`src/design/crr_pkg.sv`:
```
// Shared types and constants for the control record receiver.
package crr_pkg;

    localparam int MAX_TERMS_DEFAULT = 4;
    localparam int TDATA_OUT_W       = 96;

    localparam logic [15:0] RATE_RESET   = 16'd100;
    localparam logic [7:0]  BYTE_MASK    = 8'hFF;

    localparam logic       KIND_WORD    = 1'b0;
    localparam logic       KIND_VERDICT = 1'b1;

    localparam logic [1:0] GROUP_D      = 2'd0;
    localparam logic [1:0] GROUP_INTEG  = 2'd3;

    localparam logic [1:0] VERDICT_OK       = 2'd0;
    localparam logic [1:0] VERDICT_CHECKSUM = 2'd1;
    localparam logic [1:0] VERDICT_COUNT    = 2'd2;

    typedef struct packed {
        logic        result_kind;
        logic [1:0]  word_group;
        logic [1:0]  word_index;
        logic [31:0] word_value;
        logic [1:0]  verdict;
        logic [7:0]  expected_checksum;
        logic [7:0]  control_mode_byte;
        logic [15:0] sample_rate;
        logic [7:0]  d_count;
        logic [7:0]  c_count;
        logic [7:0]  f_count;
    } result_t;

endpackage

```
`src/design/crr_parser.sv`:
```
// Record parser: phase tracking, checksum fold, word assembly and result generation.
module crr_parser #(
    parameter int MAX_TERMS = crr_pkg::MAX_TERMS_DEFAULT
) (
    input  logic              aclk,
    input  logic              aresetn,
    input  logic              accept,
    input  logic [7:0]        data_byte,
    input  logic              first_byte,
    output logic              res_valid,
    output crr_pkg::result_t  res
);

    localparam int FW = $clog2(MAX_TERMS * 4 + 1);

    typedef enum logic [3:0] {
        PH_MODE  = 4'd0,
        PH_RATE  = 4'd1,
        PH_DCNT  = 4'd2,
        PH_DWORD = 4'd3,
        PH_CCNT  = 4'd4,
        PH_CWORD = 4'd5,
        PH_FCNT  = 4'd6,
        PH_FWORD = 4'd7,
        PH_INTEG = 4'd8,
        PH_CHECK = 4'd9,
        PH_IDLE  = 4'd10
    } phase_t;

    phase_t        phase_reg, phase_next, ph;
    logic [FW-1:0] fbc_reg, fbc_next, fbc_in, fbc_inc, idx_full;
    logic [7:0]    counts_reg [3];
    logic [7:0]    counts_next [3];
    logic [7:0]    sum_reg, sum_next, sum_in, sum_add, expect_sum;
    logic [8:0]    sum_wide;
    logic [31:0]   wa_reg, wa_next, wa_new, wa_base;
    logic [7:0]    mode_reg, mode_next;
    logic [15:0]   rate_reg, rate_next;
    logic [3:0]    ph_m2;
    logic [1:0]    grp, pos;
    logic [7:0]    cnt_g;
    logic          word_done, last_word;

    always_comb begin
        ph      = first_byte ? PH_MODE : phase_reg;
        fbc_in  = first_byte ? '0 : fbc_reg;
        sum_in  = first_byte ? 8'd0 : sum_reg;

        sum_wide = {1'b0, sum_in} + {1'b0, data_byte};
        sum_add  = sum_wide[8] ? (sum_wide[7:0] + 8'd1) : sum_wide[7:0];
        expect_sum = ~sum_in & crr_pkg::BYTE_MASK;

        ph_m2 = ph - 4'd2;
        grp   = ph_m2[2:1];
        case (grp)
            2'd0:    cnt_g = counts_reg[0];
            2'd1:    cnt_g = counts_reg[1];
            default: cnt_g = counts_reg[2];
        endcase

        pos     = fbc_in[1:0];
        wa_base = (pos == 2'd0) ? 32'd0 : wa_reg;
        case (pos)
            2'd0:    wa_new = wa_base | {24'd0, data_byte};
            2'd1:    wa_new = wa_base | {16'd0, data_byte, 8'd0};
            2'd2:    wa_new = wa_base | {8'd0, data_byte, 16'd0};
            default: wa_new = wa_base | {data_byte, 24'd0};
        endcase
        fbc_inc   = fbc_in + 1'b1;
        word_done = (fbc_inc[1:0] == 2'd0);
        idx_full  = (fbc_inc >> 2) - 1'b1;
        last_word = (10'(fbc_inc) >= {cnt_g, 2'b00});

        phase_next  = ph;
        fbc_next    = fbc_in;
        sum_next    = sum_in;
        wa_next     = wa_reg;
        mode_next   = mode_reg;
        rate_next   = rate_reg;
        counts_next = counts_reg;

        res_valid             = 1'b0;
        res                   = '0;
        res.result_kind       = crr_pkg::KIND_WORD;

        unique case (ph)
            PH_MODE: begin
                sum_next   = sum_add;
                mode_next  = data_byte;
                phase_next = PH_RATE;
                fbc_next   = '0;
            end
            PH_RATE: begin
                sum_next = sum_add;
                if (fbc_in == '0) begin
                    rate_next = {rate_reg[15:8], data_byte};
                    fbc_next  = FW'(1);
                end else begin
                    rate_next   = {data_byte, rate_reg[7:0]};
                    counts_next = '{8'd0, 8'd0, 8'd0};
                    phase_next  = PH_DCNT;
                    fbc_next    = '0;
                end
            end
            PH_DCNT, PH_CCNT, PH_FCNT: begin
                sum_next         = sum_add;
                counts_next[grp] = data_byte;
                fbc_next         = '0;
                if (data_byte > 8'(MAX_TERMS)) begin
                    phase_next    = PH_IDLE;
                    res_valid     = 1'b1;
                    res.result_kind = crr_pkg::KIND_VERDICT;
                    res.verdict   = crr_pkg::VERDICT_COUNT;
                end else if (data_byte != 8'd0) begin
                    phase_next = phase_t'(ph + 4'd1);
                end else begin
                    phase_next = phase_t'(ph + 4'd2);
                end
            end
            PH_DWORD, PH_CWORD, PH_FWORD: begin
                sum_next = sum_add;
                wa_next  = wa_new;
                fbc_next = fbc_inc;
                if (word_done) begin
                    res_valid      = 1'b1;
                    res.word_group = grp;
                    res.word_index = idx_full[1:0];
                    res.word_value = wa_new;
                    if (last_word) begin
                        phase_next = phase_t'(ph + 4'd1);
                        fbc_next   = '0;
                    end
                end
            end
            PH_INTEG: begin
                sum_next = sum_add;
                wa_next  = wa_new;
                fbc_next = fbc_inc;
                if (word_done) begin
                    res_valid      = 1'b1;
                    res.word_group = crr_pkg::GROUP_INTEG;
                    res.word_value = wa_new;
                    phase_next     = PH_CHECK;
                    fbc_next       = '0;
                end
            end
            PH_CHECK: begin
                phase_next            = PH_IDLE;
                res_valid             = 1'b1;
                res.result_kind       = crr_pkg::KIND_VERDICT;
                res.expected_checksum = expect_sum;
                res.verdict = (data_byte == expect_sum) ? crr_pkg::VERDICT_OK
                                                        : crr_pkg::VERDICT_CHECKSUM;
            end
            default: begin
            end
        endcase

        res.control_mode_byte = mode_next;
        res.sample_rate       = rate_next;
        res.d_count           = counts_next[0];
        res.c_count           = counts_next[1];
        res.f_count           = counts_next[2];
    end

    always_ff @(posedge aclk) begin
        if (!aresetn) begin
            phase_reg  <= PH_MODE;
            fbc_reg    <= '0;
            sum_reg    <= 8'd0;
            wa_reg     <= 32'd0;
            mode_reg   <= 8'd0;
            rate_reg   <= crr_pkg::RATE_RESET;
            counts_reg <= '{8'd0, 8'd0, 8'd0};
        end else if (accept) begin
            phase_reg  <= phase_next;
            fbc_reg    <= fbc_next;
            sum_reg    <= sum_next;
            wa_reg     <= wa_next;
            mode_reg   <= mode_next;
            rate_reg   <= rate_next;
            counts_reg <= counts_next;
        end
    end

`ifndef SYNTHESIS
    a_verdict_idles: assert property (@(posedge aclk) disable iff (!aresetn)
        (accept && res_valid && res.result_kind == crr_pkg::KIND_VERDICT)
        |=> phase_reg == PH_IDLE)
        else $error("parser not idle after verdict");

    a_counts_cleared: assert property (@(posedge aclk) disable iff (!aresetn)
        (accept && !first_byte && phase_reg == PH_RATE && fbc_reg != '0)
        |=> (counts_reg[0] == 8'd0 && counts_reg[1] == 8'd0
             && counts_reg[2] == 8'd0 && phase_reg == PH_DCNT))
        else $error("counts not cleared after rate");

    a_fbc_bound: assert property (@(posedge aclk) disable iff (!aresetn)
        (!first_byte && (phase_reg == PH_DWORD || phase_reg == PH_CWORD
                         || phase_reg == PH_FWORD))
        |-> (10'(fbc_reg) < {cnt_g, 2'b00}))
        else $error("byte count past group end");
`endif

endmodule

```
`src/design/crr_out_reg.sv`:
```
// Result register with stream handshake and word packing.
module crr_out_reg (
    input  logic             aclk,
    input  logic             aresetn,
    input  logic             res_valid,
    input  crr_pkg::result_t res,
    input  logic             s_tvalid,
    output logic             s_tready,
    output logic             accept,
    output logic             m_tvalid,
    input  logic             m_tready,
    output logic [crr_pkg::TDATA_OUT_W-1:0] m_tdata,
    output logic             m_tuser
);

    logic             valid_reg, valid_next;
    crr_pkg::result_t res_reg;

    assign s_tready = !valid_reg || m_tready;
    assign accept   = s_tvalid && s_tready;

    always_comb begin
        valid_next = valid_reg && !m_tready;
        if (accept && res_valid) begin
            valid_next = 1'b1;
        end
    end

    always_ff @(posedge aclk) begin
        if (!aresetn) begin
            valid_reg <= 1'b0;
        end else begin
            valid_reg <= valid_next;
        end
    end

    always_ff @(posedge aclk) begin
        if (accept && res_valid) begin
            res_reg <= res;
        end
    end

    assign m_tvalid = valid_reg;
    assign m_tuser  = res_reg.result_kind;
    assign m_tdata  = {2'b00,
                       res_reg.f_count,
                       res_reg.c_count,
                       res_reg.d_count,
                       res_reg.sample_rate,
                       res_reg.control_mode_byte,
                       res_reg.expected_checksum,
                       res_reg.verdict,
                       res_reg.word_value,
                       res_reg.word_index,
                       res_reg.word_group};

endmodule

```
`src/design/control_record_receiver.sv`:
```
// Top level of the control record receiver.
// Usage:
//   Input stream: one record byte per word on s_tdata; s_tuser set marks the
//   first byte of a record and restarts the parser. A word is taken when
//   s_tvalid and s_tready are both high.
//   Result stream: m_tuser is 0 for a completed coefficient or integral word,
//   1 for the record verdict (0 ok, 1 checksum mismatch, 2 count over limit).
//   m_tdata carries the word fields and the current mode, rate and counts.
//   Bytes that complete nothing give no result.
// Timing:
//   One byte per cycle sustained while m_tready is high. A result appears on
//   m_tvalid in the cycle after the byte that causes it is taken; the parse step
//   sits between the input handshake and a single result register.
//   While a result waits, a new byte is still taken if m_tready is high in the
//   same cycle; with m_tready low and a result held, s_tready drops.
// Reset:
//   aresetn low clears the parser to expect a mode byte, the rate to 100,
//   the counts, mode and checksum sum to zero, and empties the result register.
module control_record_receiver #(
    parameter int MAX_TERMS = crr_pkg::MAX_TERMS_DEFAULT
) (
    input  logic        aclk,
    input  logic        aresetn,
    input  logic        s_tvalid,
    output logic        s_tready,
    input  logic [7:0]  s_tdata,  // data_byte
    input  logic        s_tuser,  // first_byte
    output logic        m_tvalid,
    input  logic        m_tready,
    // word_group, word_index, word_value, verdict, expected_checksum,
    // control_mode_byte, sample_rate, d_count, c_count, f_count, zero pad
    output logic [crr_pkg::TDATA_OUT_W-1:0] m_tdata,
    output logic        m_tuser   // result_kind
);

    logic             accept;
    logic             res_valid;
    crr_pkg::result_t res;

    crr_parser #(
        .MAX_TERMS (MAX_TERMS)
    ) u_parser (
        .aclk       (aclk),
        .aresetn    (aresetn),
        .accept     (accept),
        .data_byte  (s_tdata),
        .first_byte (s_tuser),
        .res_valid  (res_valid),
        .res        (res)
    );

    crr_out_reg u_out_reg (
        .aclk      (aclk),
        .aresetn   (aresetn),
        .res_valid (res_valid),
        .res       (res),
        .s_tvalid  (s_tvalid),
        .s_tready  (s_tready),
        .accept    (accept),
        .m_tvalid  (m_tvalid),
        .m_tready  (m_tready),
        .m_tdata   (m_tdata),
        .m_tuser   (m_tuser)
    );

endmodule

```
`config.mk`:
```
export PLATFORM = sky130hd
export DESIGN_NAME = control_record_receiver
export DESIGN_NICKNAME = d
export VERILOG_FILES = /design/src/design/crr_pkg.sv /design/src/design/crr_parser.sv /design/src/design/crr_out_reg.sv /design/src/design/control_record_receiver.sv
export SDC_FILE = /design/constraint.sdc
export NUM_CORES = 1
export LEC_CHECK = 0
export ABC_AREA = 1
export BUFFER_PORTS_ARGS = -buffer_cell sky130_fd_sc_hd__buf_2
export CAP_MARGIN = 20
export CORE_ASPECT_RATIO = 0.6
export CORE_UTILIZATION = 39
export DETAILED_ROUTE_END_ITERATION = 12
export GPL_TIMING_DRIVEN = 0
export RECOVER_POWER = 25
export SLEW_MARGIN = 40
export SYNTH_ARGS = -nofsm -noshare
export SYNTH_HDL_FRONTEND = slang
export SYNTH_SLANG_ARGS = --single-unit
```
`constraint.sdc`:
```
create_clock -name aclk -period 23 [get_ports aclk]
set_clock_uncertainty 0.15 [all_clocks]
set_input_delay 4.6 -clock aclk [delete_from_list [all_inputs] [get_ports aclk]]
set_output_delay 4.6 -clock aclk [all_outputs]
set_load 0.02 [all_outputs]
```
==> run metrics, run 1 <==
status=finished clean; starting density of the core=0.3981; postcts setup bufs=0; placement row count=43; routed vias=about 8200; Crit path top cell by count=buf_2; Data required, critical path=about 18 ns; Num CTS Buffers=17; clk sink count=just under 200; unrepaired setup endpoints after global routing=no; Fillers=between 2000 and 2500; GR peak layer=met1; vias per cell=5.176; PostCTS Resize Cnt=0; Synth area leaders=edfxtp_1 31%, dfxtp_1 21%, nand2_1 7.5%; register area share after synthesis=0.5228; DRC=0; met1 Use GR=0.3618; first-pass GRT wire length=roughly 41000 um; peak supply drop=about 54 uV; leakage power=around 4.3 nW; CP max-delay cell=buf_2; endpoints failing setup=0; #FFs+latches synth=193; die area=roughly 24000 um^2; critical path peak fanout=3; area share of the largest cell type after synthesis=0.3098; Max Clk Rate=102.9 MHz; GRT Util Overall=0.2265; Antenna Nets Post-Route=0; CTS Buffer Depth=2; layout cells sized above 1=0.08565; Routed WL=between 20000 and 30000 um; Critical Path Max Stage Delay=0.16 ns; Area Overhead vs Synth=16.34%; die span in y=approximately 120 um; Critical Path Sink Type=output port; CTS tree=built; Layout Nets=between 1000 and 1500; Multi-input gate area=approximately 3600 um^2; root buf cell=clkbuf_16; Final min period=9.715 ns; number of inserted diodes=0; Synth cell types=47; FF/Latch Area=4815 um^2; Max Cap Viol=0; area leader, netlist=edfxtp_1; initial drt markers=797; Crit path max-delay family=buffers and inverters; met2 GRT Util=0.3019; total grt overflow=0; I/O pin total=about 110; Setup TNS Final=0 ns; post-synthesis instance area=just over 9000 um^2; largest net degree at the start of global routing=18; Pins Over Slew Limit=0; WHS=between 0.3 and 0.4 ns; Synth Warn #=0; period utilization=0.4224; Core ar.=~23000 um^2; final hold vios=0; drt pass-1 iters=5; Worst-Margin Slew=between 0.8 and 0.9 ns; Slew Limit Headroom=0.4315; DP Worst Slack=13.28 ns; Die Span X=200.4 um; CP Class=in2out; crit-path cells=buf_2 > inv_1 > nand2_1 > buf_2; H-tree depth=4; design area=between 10000 and 15000 um^2; hold_buf cts=0; Reg clk slew, reported paths=0.07 ns; met3 Use GR=0.05263; Worst Path Arrival=4.96 ns; vias in the first global route=7046; Synth Instances=1113; Hold Crit Class=reg2reg; max FFs per register=94; power density over the cells=71.80 nW/um^2; detailed placement HPWL=around 20000 um; Mapped Avg Cell Area=between 8 and 9 um^2; I/O Buffers=approximately 110; CP startpoint kind=input port; initial antenna violation count=2; Avg WL per Cell=roughly 17 um; Clock Latency Late Sink=approximately 0.45 ns; DP Area=10250 um^2; GPL Wtd Cong=between 0.9 and 1; CP bufs+invs=3; final setup margin=13.29 ns
==> cells in the final DEF, fill, tap and decap left out, types with 3 or more instances in the layout <==
cell type,n
buf_4,3
dfxtp_1,98
inv_6,3
clkbuf_16,17
o22ai_2,5
nand2_1,183
o32ai_1,5
o22ai_1,11
buf_2,22
nor2_1,131
nand3_1,48
nand2_2,8
buf_8,5
clkinv_1,4
edfxtp_1,95
buf_6,3
inv_1,151
nor3_1,7
a211oi_2,4
a21oi_1,101
ha_1,18
inv_2,9
clkinvlp_4,3
nand4_1,6
o211ai_1,3
a211oi_1,7
xor2_1,3
o21bai_1,3
o21ai_2,4
clkbuf_1,132
a22oi_1,4
o21ai_0,128
==> cell families after synthesis <==
kind of cell / share of synthesized area
and+or+nand+nor: 0.1792
AOI/OAI and AO/OA: 0.1754
buffers and inverters: 0.09171
DFF: 0.5228
adders and majority gates: 0.02663
xor gates and xnor gates: 0.003805
other: 0.0004072
==> path summary, 6_finish.rpt <==
check                                          from  cells after the start               endpoint  slack [ns]
worst max-delay path                       m_tready                      4               s_tready       13.29
worst min-delay path            u_parser.sum_reg[1]                      2    u_parser.sum_reg[1]        0.31
worst max register to register  u_parser.fbc_reg[0]                     19  u_parser.phase_reg[2]       19.22
worst min register to register  u_parser.sum_reg[1]                      2    u_parser.sum_reg[1]        0.31
==> final cells by class <==
class,instances,share of cell area
inverters,164,0.05746
clock buffers,20,0.04263
well taps,315,0.03679
clock inverters,12,0.01156
multi-input cells,706,0.3331
flip-flops and latches,193,0.4494
repair buffers,115,0.04776
plain buffers,51,0.02137
==> power breakdown <==
group	total, W	leakage (nW)	switching (W)	internal, W
clock network	0.000296	0.277	0.000138	0.000158
logic	0.0000947	2.32	0.0000680	0.0000267
registers	0.000379	1.72	0.00000551	0.000373
total	0.000769	4.32	0.000212	0.000558
==> worst reg2reg max path: stages (launching register included) <==
cell and delay, ns:
dfxtp_1 0.37, nand2_1 0.15, inv_1 0.12, ha_1 0.15, clkbuf_1 0.41, inv_1 0.18
clkbuf_1 0.29, ha_1 0.41, ha_1 0.30, nand2_1 0.05, nand2_1 0.08, a21oi_1 0.06
o21bai_1 0.20, nand2_1 0.14, nand2_1 0.13, o21ai_1 0.15, nand2_1 0.10, nand4_1 0.12
nand2_1 0.09, inv_1 0.04
==> synthesized netlist by cell type (all sizes together) <==
cell type    n
nand4        6
ha          18
a21oi      102
and2         1
a31oi        3
xor2         3
a22oi        4
o31ai        1
edfxtp      95
o21bai       3
nand3       50
fa           1
conb         1
dfxtp       98
xnor2        1
clkinv       4
or2          2
o32ai        5
o211ai       4
inv        160
nor2       134
nand3b       2
buf         16
o22ai       16
nand2      192
nor3         9
clkbuf      35
o21ai      134
o2111ai      2
a211oi      11
==> routing by layer <==
metal | wire (um) | up-vias
met5 | 0 | -
met1 | 14320 | 3858
met4 | 258 | 0
met2 | 10680 | 300
li1 | - | 3975
met3 | 2008 | 24
==> stage by stage <==
stage | total power, W | cells | util
floorplan | 0.0004494 | 1114 | -
global placement | 0.0004790 | 1538 | 0.4388
detailed placement | 0.0004801 | 1544 | 0.4432
CTS | 0.0007735 | 1576 | 0.4683
global route | 0.0007993 | 1576 | 0.4631
finish | 0.0007693 | 1576 | 0.4631
(Power assumes the default switching activity.)
==> inputs of run 2 (changes only) <==
ABC_AREA = 0   (was 1)
clock period = 10.1 ns   (was 23 ns; I/O delays follow)
==> run 2 against run 1 <==
Count of clock-buffer cells in the layout shrank 2. Wire length decreased by 2.8%. First-iteration DRC count down 4.9%. Hold slack lost 0.0064 ns. Critical endpoint is now u_parser.fbc_reg[2]. Highest routed layer unchanged.
==> run metrics, run 2 <==
status=finished clean; unrepaired setup endpoints after global routing=no; mux cell area share after synthesis=0.04299; met3 wire length=roughly 1600 um; largest net degree at the start of global routing=between 70 and 80; commonest non-fill, non-tap cell in the layout=nor2_1; Hold Crit Class=reg2reg; combinational fraction of design power=0.117; Data required, critical path=10.30 ns; Synth area leaders=edfxtp_1 31%, dfxtp_1 21%, nor2_1 6.4%; #FFs+latches synth=about 190; DP Worst Slack=between 3 and 4 ns; Synth Instances=around 930; internal power=about 0.0013 W; clk sink count=193; peak supply drop=around 120 uV; max FFs per register=94; endpoints failing setup=0; Setup TNS Final=0 ns; routed vias=roughly 7500; die area=24070 um^2; most frequent cells in the layout=155 x nor2_1, 139 x clkbuf_1, 98 x dfxtp_1, 95 x edfxtp_1, 82 x nand2_1; I/O Buffers=around 110; Routed WL=about 26000 um; Avg WL per Cell=roughly 19 um; Post-Synth Adder-Cell Area=0.02683; most frequent cells after synthesis=155 x nor2_1, 98 x dfxtp_1, 95 x edfxtp_1; count leader, synth=nor2_1; Critical Path Max Stage Delay=0.52 ns; initial antenna violation count=0; Antenna Nets Post-Route=0; Critical Path Sink Type=register; drt pass-1 iters=5; CTS Buffer Depth=2; I/O pin total=~110; power density over the cells=~170 nW/um^2; starting density of the core=0.4063; post-synthesis instance area=~9100 um^2; Worst Path Arrival=6.36 ns; layout cells sized above 1=0.1102; Top Layer Used=met4; PostCTS Resize Cnt=0; Area Overhead vs Synth=15.87%; met1 wire length=roughly 14000 um; die span in y=roughly 120 um; leakage power=4.008 nW; period utilization=0.6099; CTS tree=built; Max Cap Viol=0; Slew Limit Headroom=0.4493; detailed placement HPWL=around 19000 um; Num CTS Buffers=17; sequential group share of total power=0.483; Post-synth EDFFs=95; Pins Over Slew Limit=0; switching portion of total power=0.2628; WL met2=about 10000 um; Die Span X=199.6 um; CP max-delay cell=buf_1; first-pass GRT wire length=about 40000 um; CP startpoint kind=input port; Final min period=approximately 6.2 ns; Core ar.=roughly 22000 um^2; number of inserted diodes=0; Crit path top cell by count=ha_1; Switching Power=between 0.0004 and 0.0005 W; root buf cell=clkbuf_16; vias in the first global route=6838; total grt overflow=0; Layout Nets=about 1100; DP Area=approximately 10000 um^2; GPL Wtd Cong=about 0.97; area leader, netlist=edfxtp_1; GRT Util Overall=0.2249; Clock Latency Late Sink=approximately 0.45 ns; placement row count=42; critical path peak fanout=10; crit-path cells=buf_2 > buf_4 > clkbuf_1 > nand2b_1 > inv_1 > ha_1 > clkbuf_1 > inv_1 > buf_1 > ha_1 > ha_1 > a21boi_0 > o21ai_0 > o311a_1 > a21oi_2 > nand2b_1 > a311oi_1; top_reg_cell synth=dfxtp_1; post-synthesis simple-gate area fraction=0.1984; Synth async-reset ratio=0; vias per cell=5.442; Max Clk Rate=around 160 MHz; largest family of logic cells by synthesized area=simple AND/OR/NAND/NOR gates; register area share after synthesis=0.5268; post-synthesis compound-gate area fraction=0.1520; Reg clk slew, reported paths=roughly 0.070 ns; area share of the largest cell type after synthesis=0.3122; Worst-Margin Slew=0.8260 ns; Synth cell types=74; clock network fraction of total power=0.400; final hold vios=0; CP Class=in2reg; postcts setup bufs=0; xor and xnor area share after synthesis=0.01205; hold_buf cts=0; H-tree depth=4; initial drt markers=roughly 760; DRC=0; Synth Warn #=0; design area=approximately 11000 um^2; Mapped Avg Cell Area=9.837 um^2; final setup margin=3.940 ns
## run 2: cell count changes after synthesis, moves of 16 or more
cell      before  now
nor2_1       131  155
nor3_1         7   28
nand2_1      183   82
and3_1         0   16
nand2b_1       0   24
a21oi_1      101   64
mux2_2         0   18
o21ai_0      128   25
inv_1        151   12
nand3_1       48   11
## run 2: per-layer routing
| layer | vias up | GRT usage |
|---|---|---|
| met5 | - | 0 |
| met4 | 0 | 0.06011 |
| met3 | 23 | 0.03738 |
| met2 | 258 | 0.2949 |
| met1 | 3653 | 0.3674 |
| li1 | 3570 | - |
## run 2: critical path, delay by kind of cell
kind,cells,cell delay [ns]
and+or+nand+nor,2,0.35
AOI/OAI and AO/OA,5,1.03
adders and majority gates,3,0.92
buffers and inverters,7,2.03
## run 2: power groups by stage
stage	combinational, W	clock [W]	sequential [W]
detailed placement	0.000206	0	0.000879
global route	0.000225	0.000753	0.000865
floorplan	0.000134	0	0.000889
global placement	0.000204	0	0.000880
CTS	0.000208	0.000724	0.000862
finish	0.000208	0.000713	0.000862
## run 2: kinds of logic after synthesis
family                   Yosys count
flip-flops                       193
buffers and inverters             86
adder cells (fa/ha/maj)           19
AND/OR/NAND/NOR                  379
multiplexers                      34
AO/OA/AOI/OAI                    206
XOR/XNOR                          11
other                              1
## run 2: worst paths after layout
path,startpoint,end,slack (ns),cells past startpoint
hold / removal,u_parser.sum_reg[0],u_parser.sum_reg[0],0.31,2
setup / recovery,s_tuser,u_parser.fbc_reg[2],3.94,17
hold reg to reg,u_parser.sum_reg[0],u_parser.sum_reg[0],0.31,2
setup reg to reg,u_parser.phase_reg[1],u_parser.fbc_reg[2],5.82,16
## run 2: cell type report
type / instances / area, um^2
buffer: 72 / 317.8
multi-input combinational: 651 / 3958
timing repair buffer: 109 / 447.9
tap: 308 / 385.4
clock buffer: 18 / 429.2
inverter: 14 / 60.06
sequential: 193 / 4815
clock inverter: 14 / 176.4
fill: 2214 / 11900
## run 2: per-stage QoR
stage	cells	utilization	total power (W)	hold slack [ns]
2_1_floorplan	930	-	0.001023	0.2773
3_3_place_gp	1346	0.4477	0.001084	0.2860
3_5_place_dp	1347	0.4492	0.001085	0.2949
4_1_cts	1379	0.4761	0.001793	0.3093
5_1_grt	1379	0.4708	0.001844	0.3365
6_report	1379	0.4708	0.001784	0.3077
